<file path="src/rtl/srf_pkg.sv">
// Shared constants and types for the SPI register-file command slave.
`timescale 1ns / 1ps
package srf_pkg;

  localparam int REG_COUNT = 128;
  localparam int ADDR_W    = $clog2(REG_COUNT);

  localparam logic [7:0] CMD_CLEAR  = 8'hC0;
  localparam logic [7:0] CMD_WRITE  = 8'h02;
  localparam logic [7:0] CMD_READ   = 8'h03;
  localparam logic [7:0] CMD_BITMOD = 8'h05;

  typedef enum logic [5:0] {
    PH_CMD     = 6'b000001,
    PH_ADDR    = 6'b000010,
    PH_STREAM  = 6'b000100,
    PH_MASK    = 6'b001000,
    PH_BITDATA = 6'b010000,
    PH_IGNORE  = 6'b100000
  } phase_t;

  typedef enum logic [2:0] {
    OP_NONE,
    OP_READ,
    OP_WRITE,
    OP_BITMOD,
    OP_CLEAR
  } op_t;

endpackage

</file>
<file path="src/rtl/spi_register_file_command_slave.sv">
// SPI register-file command slave: frame decode, register memory and result buffer.
// Throughput: one word per cycle unless the result buffer is full; decode, memory read
// and read-modify-write are pipelined, a result passing stage 1, then the result buffer.
// A two-word result buffer lets input continue while a result waits.
// Reset (synchronous, rst_n low): frame returns to awaiting command, every
// register reads as zero at once (per-entry valid bits), pipeline and buffer empty.
`timescale 1ns / 1ps
module spi_register_file_command_slave (
  input  logic       clk,
  input  logic       rst_n,
  input  logic       in_valid,
  output logic       in_ready,
  input  logic       in_kind,
  input  logic [7:0] in_mosi_byte,
  output logic       out_valid,
  input  logic       out_ready,
  output logic [7:0] out_miso_byte
);

  localparam int AW = srf_pkg::ADDR_W;

  // frame state
  srf_pkg::phase_t phase_r, phase_nxt;
  logic [7:0]      cmd_r, cmd_nxt;
  logic [AW-1:0]   addr_r, addr_nxt;
  logic [7:0]      mask_r, mask_nxt;
  srf_pkg::op_t    op_nxt;

  // stage 1
  logic            s1_v_r;
  srf_pkg::op_t    s1_op_r;
  logic [AW-1:0]   s1_addr_r;
  logic [7:0]      s1_data_r;
  logic [7:0]      s1_mask_r;

  // memory
  logic [7:0]                 mem [srf_pkg::REG_COUNT];
  logic [srf_pkg::REG_COUNT-1:0] vld_r;
  logic [7:0]                 rd_q_r;

  // write forwarding
  logic          fwd_v_r;
  logic [AW-1:0] fwd_addr_r;
  logic [7:0]    fwd_data_r;

  logic       wr_en;
  logic [7:0] wr_data;
  logic [7:0] cur;
  logic [7:0] res;

  // result buffer
  logic [7:0] q0_r, q1_r, q0_nxt, q1_nxt;
  logic [1:0] cnt_r, cnt_nxt;
  logic       push, pop, acc;

  assign acc = in_valid && in_ready;

  always_comb begin
    phase_nxt = phase_r;
    cmd_nxt   = cmd_r;
    addr_nxt  = addr_r;
    mask_nxt  = mask_r;
    op_nxt    = srf_pkg::OP_NONE;
    if (in_kind) begin
      phase_nxt = srf_pkg::PH_CMD;
    end else begin
      case (phase_r)
        srf_pkg::PH_CMD: begin
          cmd_nxt = in_mosi_byte;
          if (in_mosi_byte == srf_pkg::CMD_CLEAR) begin
            op_nxt    = srf_pkg::OP_CLEAR;
            phase_nxt = srf_pkg::PH_IGNORE;
          end else if (in_mosi_byte inside {srf_pkg::CMD_WRITE, srf_pkg::CMD_READ,
                                             srf_pkg::CMD_BITMOD}) begin
            phase_nxt = srf_pkg::PH_ADDR;
          end else begin
            phase_nxt = srf_pkg::PH_IGNORE;
          end
        end
        srf_pkg::PH_ADDR: begin
          addr_nxt  = in_mosi_byte[AW-1:0];
          phase_nxt = (cmd_r == srf_pkg::CMD_BITMOD) ? srf_pkg::PH_MASK : srf_pkg::PH_STREAM;
        end
        srf_pkg::PH_STREAM: begin
          op_nxt   = (cmd_r == srf_pkg::CMD_READ) ? srf_pkg::OP_READ : srf_pkg::OP_WRITE;
          addr_nxt = addr_r + AW'(1);
        end
        srf_pkg::PH_MASK: begin
          mask_nxt  = in_mosi_byte;
          phase_nxt = srf_pkg::PH_BITDATA;
        end
        srf_pkg::PH_BITDATA: begin
          op_nxt    = srf_pkg::OP_BITMOD;
          phase_nxt = srf_pkg::PH_IGNORE;
        end
        default: begin
          phase_nxt = srf_pkg::PH_IGNORE;
        end
      endcase
    end
  end

  always_ff @(posedge clk) begin
    if (!rst_n) begin
      phase_r <= srf_pkg::PH_CMD;
      cmd_r   <= '0;
      addr_r  <= '0;
      mask_r  <= '0;
      s1_v_r  <= 1'b0;
      s1_op_r <= srf_pkg::OP_NONE;
    end else begin
      s1_v_r <= acc;
      if (acc) begin
        phase_r <= phase_nxt;
        cmd_r   <= cmd_nxt;
        addr_r  <= addr_nxt;
        mask_r  <= mask_nxt;
        s1_op_r <= op_nxt;
      end
    end
  end

  always_ff @(posedge clk) begin
    if (acc) begin
      s1_addr_r <= addr_r;
      s1_data_r <= in_mosi_byte;
      s1_mask_r <= mask_r;
    end
  end

  // stage 1: merge memory, valid bits and forwarded write
  always_comb begin
    if (fwd_v_r && (fwd_addr_r == s1_addr_r)) begin
      cur = fwd_data_r;
    end else if (vld_r[s1_addr_r]) begin
      cur = rd_q_r;
    end else begin
      cur = '0;
    end
    wr_en   = s1_v_r && ((s1_op_r == srf_pkg::OP_WRITE) || (s1_op_r == srf_pkg::OP_BITMOD));
    wr_data = (s1_op_r == srf_pkg::OP_WRITE) ? s1_data_r
                                             : ((cur & ~s1_mask_r) | (s1_data_r & s1_mask_r));
    res     = (s1_op_r == srf_pkg::OP_READ) ? cur : 8'h00;
  end

  always_ff @(posedge clk) begin
    if (wr_en) begin
      mem[s1_addr_r] <= wr_data;
    end
    if (acc) begin
      rd_q_r <= mem[addr_r];
    end
  end

  always_ff @(posedge clk) begin
    if (!rst_n) begin
      vld_r   <= '0;
      fwd_v_r <= 1'b0;
    end else begin
      fwd_v_r <= wr_en;
      if (s1_v_r && (s1_op_r == srf_pkg::OP_CLEAR)) begin
        vld_r <= '0;
      end else if (wr_en) begin
        vld_r[s1_addr_r] <= 1'b1;
      end
    end
  end

  always_ff @(posedge clk) begin
    fwd_addr_r <= s1_addr_r;
    fwd_data_r <= wr_data;
  end

  // two-word result buffer
  assign push = s1_v_r;
  assign pop  = out_valid && out_ready;

  always_comb begin
    cnt_nxt = cnt_r + {1'b0, push} - {1'b0, pop};
    q0_nxt  = q0_r;
    q1_nxt  = q1_r;
    if (pop) begin
      q0_nxt = (cnt_r == 2'd2) ? q1_r : res;
    end else if (cnt_r == 2'd0) begin
      q0_nxt = res;
    end
    if (push && (((cnt_r == 2'd1) && !pop) || ((cnt_r == 2'd2) && pop))) begin
      q1_nxt = res;
    end
  end

  always_ff @(posedge clk) begin
    if (!rst_n) begin
      cnt_r <= '0;
    end else begin
      cnt_r <= cnt_nxt;
    end
  end

  always_ff @(posedge clk) begin
    q0_r <= q0_nxt;
    q1_r <= q1_nxt;
  end

  assign in_ready      = (cnt_nxt != 2'd2);
  assign out_valid     = (cnt_r != 2'd0);
  assign out_miso_byte = q0_r;

endmodule

</file>
<file path="config.mk">
export PLATFORM = sky130hd
export DESIGN_NAME = spi_register_file_command_slave
export DESIGN_NICKNAME = d
export VERILOG_FILES = /design/src/rtl/srf_pkg.sv /design/src/rtl/spi_register_file_command_slave.sv
export SDC_FILE = /design/constraint.sdc
export NUM_CORES = 1
export LEC_CHECK = 0
export BUFFER_PORTS_ARGS = -buffer_cell sky130_fd_sc_hd__buf_2
export CAP_MARGIN = 0
export CORE_MARGIN = 3
export CORE_UTILIZATION = 35
export CTS_CLUSTER_DIAMETER = 30
export CTS_CLUSTER_SIZE = 14
export DETAILED_ROUTE_END_ITERATION = 16
export GPL_TIMING_DRIVEN = 0
export PLACE_DENSITY = 0.54
export SETUP_SLACK_MARGIN = 0.3
export SLEW_MARGIN = 30
export SYNTH_ARGS = -nofsm -noshare
export SYNTH_HDL_FRONTEND = slang
export SYNTH_SLANG_ARGS = --single-unit
</file>
<file path="constraint.sdc">
create_clock -name clk -period 28.8 [get_ports clk]
set_clock_uncertainty 0.1 [all_clocks]
set_input_delay 0 -clock clk [delete_from_list [all_inputs] [get_ports clk]]
set_output_delay 0 -clock clk [all_outputs]
set_load 0.005 [all_outputs]
</file>
==> impl_metrics.py <==
metrics = {
    "yosys": {
        "ffs_latches_synth": 1250,
        "synth-main-ff-cell": "sky130_fd_sc_hd__edfxtp_1",
        "synthesis.nets": 2428,
        "async_flop_share_pct": 0,
        "post-synth-top-area-cell": "sky130_fd_sc_hd__edfxtp_1",
        "synth_enable_flop_cells": 1071,
        "syn-instance-count": 2412,
        "syn_avg_cell_area_sq_um": 20.0,
        "part_of_the_yosys_area_used_for_sequential_elements_pct": 74.2,
        "synthDistinctLibCells": 55,
        "synth.top_cells.by_area": "sky130_fd_sc_hd__edfxtp_1 67%, sky130_fd_sc_hd__mux4_2 16%, sky130_fd_sc_hd__dfxtp_1 7.4%, sky130_fd_sc_hd__o21a_1 2.0%, sky130_fd_sc_hd__nor2_1 1.4%",
        "yosys.area.top_type_share_pct": 66.8,
        "synth.yosys.warnings": 0,
        "synth_area_sq_mm": 0.0482,
    },
    "clock_tree": {
        "clock-sinks": 1250,
        "post_cts_sizing_count": 0,
        "clk_pin_slew_ps": 50,
        "worst_skew_pair.late_latency_ps": 840,
        "htree_num_levels": 4,
        "cts_made_buffers": 239,
        "clockBufferDepth": 3,
        "master_cell_of_the_clock_root_buffer": "sky130_fd_sc_hd__clkbuf_16",
        "tritoncts": "yes",
    },
    "critical_path": {
        "cp_slowest_stage_delay_ps": 570,
        "crit-reg2reg-capture": "mem[10][7]$_DFFE_PP_",
        "timing.critical_path.cells": "clkbuf_1 > and2_1 > clkbuf_1 > nand2_1 > nor3b_1 > nor3_1 > nand4_1 > a311oi_4 > o41ai_2 > buf_2 > buf_2 > buf_2 > buf_2 > buf_2 > buf_2 > buf_2 > buf_4 > buf_2 > buf_2 > buf_4 > buf_2 > buf_2",
        "worst_setup_path_start_kind": "flop",
        "timing_worst_setup_path_type": "flop to flop",
        "r2r_start": "s1_addr_r[4]$_DFFE_PP_",
        "crit_top_cell": "sky130_fd_sc_hd__buf_2",
        "worst-endpoint-arrival_ps": 6890,
        "critical_path_end_type": "flop",
        "reg2reg_setup_slack_ps": 22490,
        "reg2reg_depth": 22,
        "cp_max_fo": 10,
        "cp.required_ps": 29380,
        "critical_path.slowest_cell": "sky130_fd_sc_hd__o41ai_2",
    },
    "cells_and_area": {
        "final_layout_size_suffix_gt1_share_pct": 37.3,
        "layout.nets": 2851,
        "multi_input_logic_area_sq_mm": 0.0121,
        "num-fill-cells": 11500,
        "layout.cells.most_common": "sky130_fd_sc_hd__edfxtp_1",
        "synthToLayoutAreaGrowth_pct": 25.5,
        "number_of_non_filler_instances_in_the_completed_layout": 4830,
        "most-common-layout-cells": "1071 x sky130_fd_sc_hd__edfxtp_1, 337 x sky130_fd_sc_hd__mux4_2, 240 x sky130_fd_sc_hd__clkbuf_16, 182 x sky130_fd_sc_hd__buf_2, 179 x sky130_fd_sc_hd__dfxtp_1",
        "final-seq-area_sq_mm": 0.0357,
    },
    "floorplanning": {
        "floorplan.die_area_sq_mm": 0.142,
        "core_area_sq_mm": 0.136,
        "floorplan.io_pins": 23,
        "chipHeight_um": 377,
        "floorplan.rows": 135,
        "start_util_pct": 35.4,
        "die_w_um": 377,
    },
    "timing": {
        "timing.final.crit_share_pct": 21.9,
        "clock_period_minus_worst_slack_ps": 6310,
        "upper_clock_frequency_limit_mhz": 158,
        "report.final.hold_viol_count": 0,
        "slew_headroom_pct": 28.3,
        "drv_slew": 0,
        "worstMarginPinSlew_ps": 1060,
        "finalSetupTns_ps": 0,
        "hold_slack_ps": 83.5,
        "grt_setup_unrepaired": "false",
        "setup-violations-final": 0,
    },
    "min_path": {
        "worstHoldPathCells": 6,
        "worstHoldStart": "in_mosi_byte[0]",
        "timing.hold.worst_endpoint": "addr_r[0]$_SDFFE_PN0P_",
        "worstHoldPathType": "input port to flop",
    },
    "detailed_routing": {
        "vias": 26100,
        "detail_route.wl_per_cell_um": 27.9,
        "drt-initial-drc-count": 2424,
        "total_detailed_routing_wirelength_mm": 135,
        "drc": 0,
        "detail_route.first_pass.iterations": 5,
        "detail-route-antenna-nets": 0,
        "routed_via_density": 5.40,
    },
    "placed_design": {
        "dp.cells": 4353,
        "routabilityCongestion": 0.934,
        "port_buffers": 22,
        "dp_hpwl_mm": 92.7,
    },
    "global_routing": {
        "overflow": 0,
        "grt_util_all_layers_pct": 19.0,
        "antenna_violations_before_repair": 3,
        "grt_first_pass_wirelength_mm": 193,
        "grt_start_max_net_pins": 33,
        "grt_pass1_vias": 27200,
    },
    "power_and_ir_drop": {
        "power_per_cell_area_mw_per_mm2": 88.4,
        "vdd.ir_drop.worst_mv": 0.0773,
        "power_leakage_nw": 19.7,
    },
    "flow_run": {
        "max_cap_viol_count": 0,
    },
    "run_status": {
        "status": "complete, no violations",
    },
}
## cell usage after synthesis, drive strengths merged, types with 5 or more instances
library cell,number
nand4,6
a21oi,32
xnor2,7
or2,9
nand3,18
mux4,337
o41ai,8
nor3,21
nand2,48
a31oi,5
nor4,5
edfxtp,1071
mux2i,58
dfxtp,179
and2,7
o21a,128
clkbuf,73
a22oi,9
nor2,186
buf,68
o21ai,26
nand3b,6
mux2,14
nor2b,14
nor3b,9
and3,5
a221oi,8
inv,8
o31ai,9
## worst max-delay path by stage
stage | startpoint | to | slack [ps] | cells past startpoint
after floorplan | s1_addr_r[0]$_DFFE_PP_ | mem[0][3]$_DFFE_PP_ | 17920 | 10
after global placement | s1_addr_r[0]$_DFFE_PP_ | mem[10][4]$_DFFE_PP_ | 7730 | 10
after detailed placement | s1_addr_r[0]$_DFFE_PP_ | mem[11][7]$_DFFE_PP_ | 22690 | 22
after CTS | s1_addr_r[0]$_DFFE_PP_ | mem[14][7]$_DFFE_PP_ | 22660 | 22
after global routing | s1_addr_r[4]$_DFFE_PP_ | mem[10][7]$_DFFE_PP_ | 22280 | 22
final | s1_addr_r[4]$_DFFE_PP_ | mem[10][7]$_DFFE_PP_ | 22490 | 22
## kinds of logic (layout without fill, tap and decap cells)
kind of cell | Yosys count | count (layout) | share of synthesized area, %
DFF | 1250 | 1250 | 74.2
xor gates and xnor gates | 8 | 8 | 0.174
adders and majority gates | 3 | 3 | 0.0779
other | 0 | 1 | 0
muxes | 409 | 409 | 17.3
buffers and inverters | 150 | 786 | 1.39
AOI/OAI and AO/OA | 245 | 245 | 3.59
and+or+nand+nor | 347 | 347 | 3.27
## final cells by class
class | instances | area share [%]
sequential | 1250 | 59.1
multi-input combinational | 1012 | 20.0
clock buffer | 268 | 10.2
clock inverter | 186 | 4.00
tap | 1781 | 3.69
timing repair buffer | 182 | 1.80
buffer | 141 | 1.11
inverter | 9 | 0.0559
antenna | 1 | 0.00414
## metrics by stage
step	setup WS [ps]	power (mW)	util [%]	area, sq um
floorplan	17920	2.34	-	48200
global placement	7730	2.50	37.1	50500
detailed placement	22690	2.48	38.0	51600
CTS	22660	5.38	44.4	60400
global route	22280	5.50	44.5	60500
finish	22490	5.35	44.5	60500
## timing repair
item,4_1_cts,5_1_grt
setup buffers,0,0
hold endpoints to repair,98,0
hold buffers,22,0
## report_power, final
part,total [mW],switching [mW],internal [mW]
Combinational,0.335,0.248,0.0870
Clock,2.89,0.979,1.91
Sequential,2.12,0.0110,2.11
## sequential cells by signal, indices dropped and copies added, names as in the netlist
register       cells
cnt_r              2
fwd_v_r            1
s1_op_r            3
rd_q_r             8
s1_addr_r          7
fwd_data_r         8
mask_r             8
cmd_r              8
push               1
fwd_addr_r         7
s1_data_r          8
s1_mask_r          8
q1_r               8
mem             1024
out_miso_byte      8
addr_r             7
vld_r            128
phase_r            6
## routing by layer
metal / share of wire (%) / global-route usage (%) / vias to the layer above
met4: 3.3 / 7.14 / 2
met1: 42 / 25.2 / 13900
li1: - / - / 10900
met3: 6.8 / 4.60 / 262
met5: 0.0097 / 0 / -
met2: 48 / 30.4 / 1046
## worst max-delay path, delay by kind of cell (launching register included)
kind,cells,cell delay [ps]
buffers and inverters,15,3590
AND/OR/NAND/NOR,5,1330
AO/OA/AOI/OAI,2,690
flip-flops,1,400
Note: power is estimated with default switching activity, not from simulation.
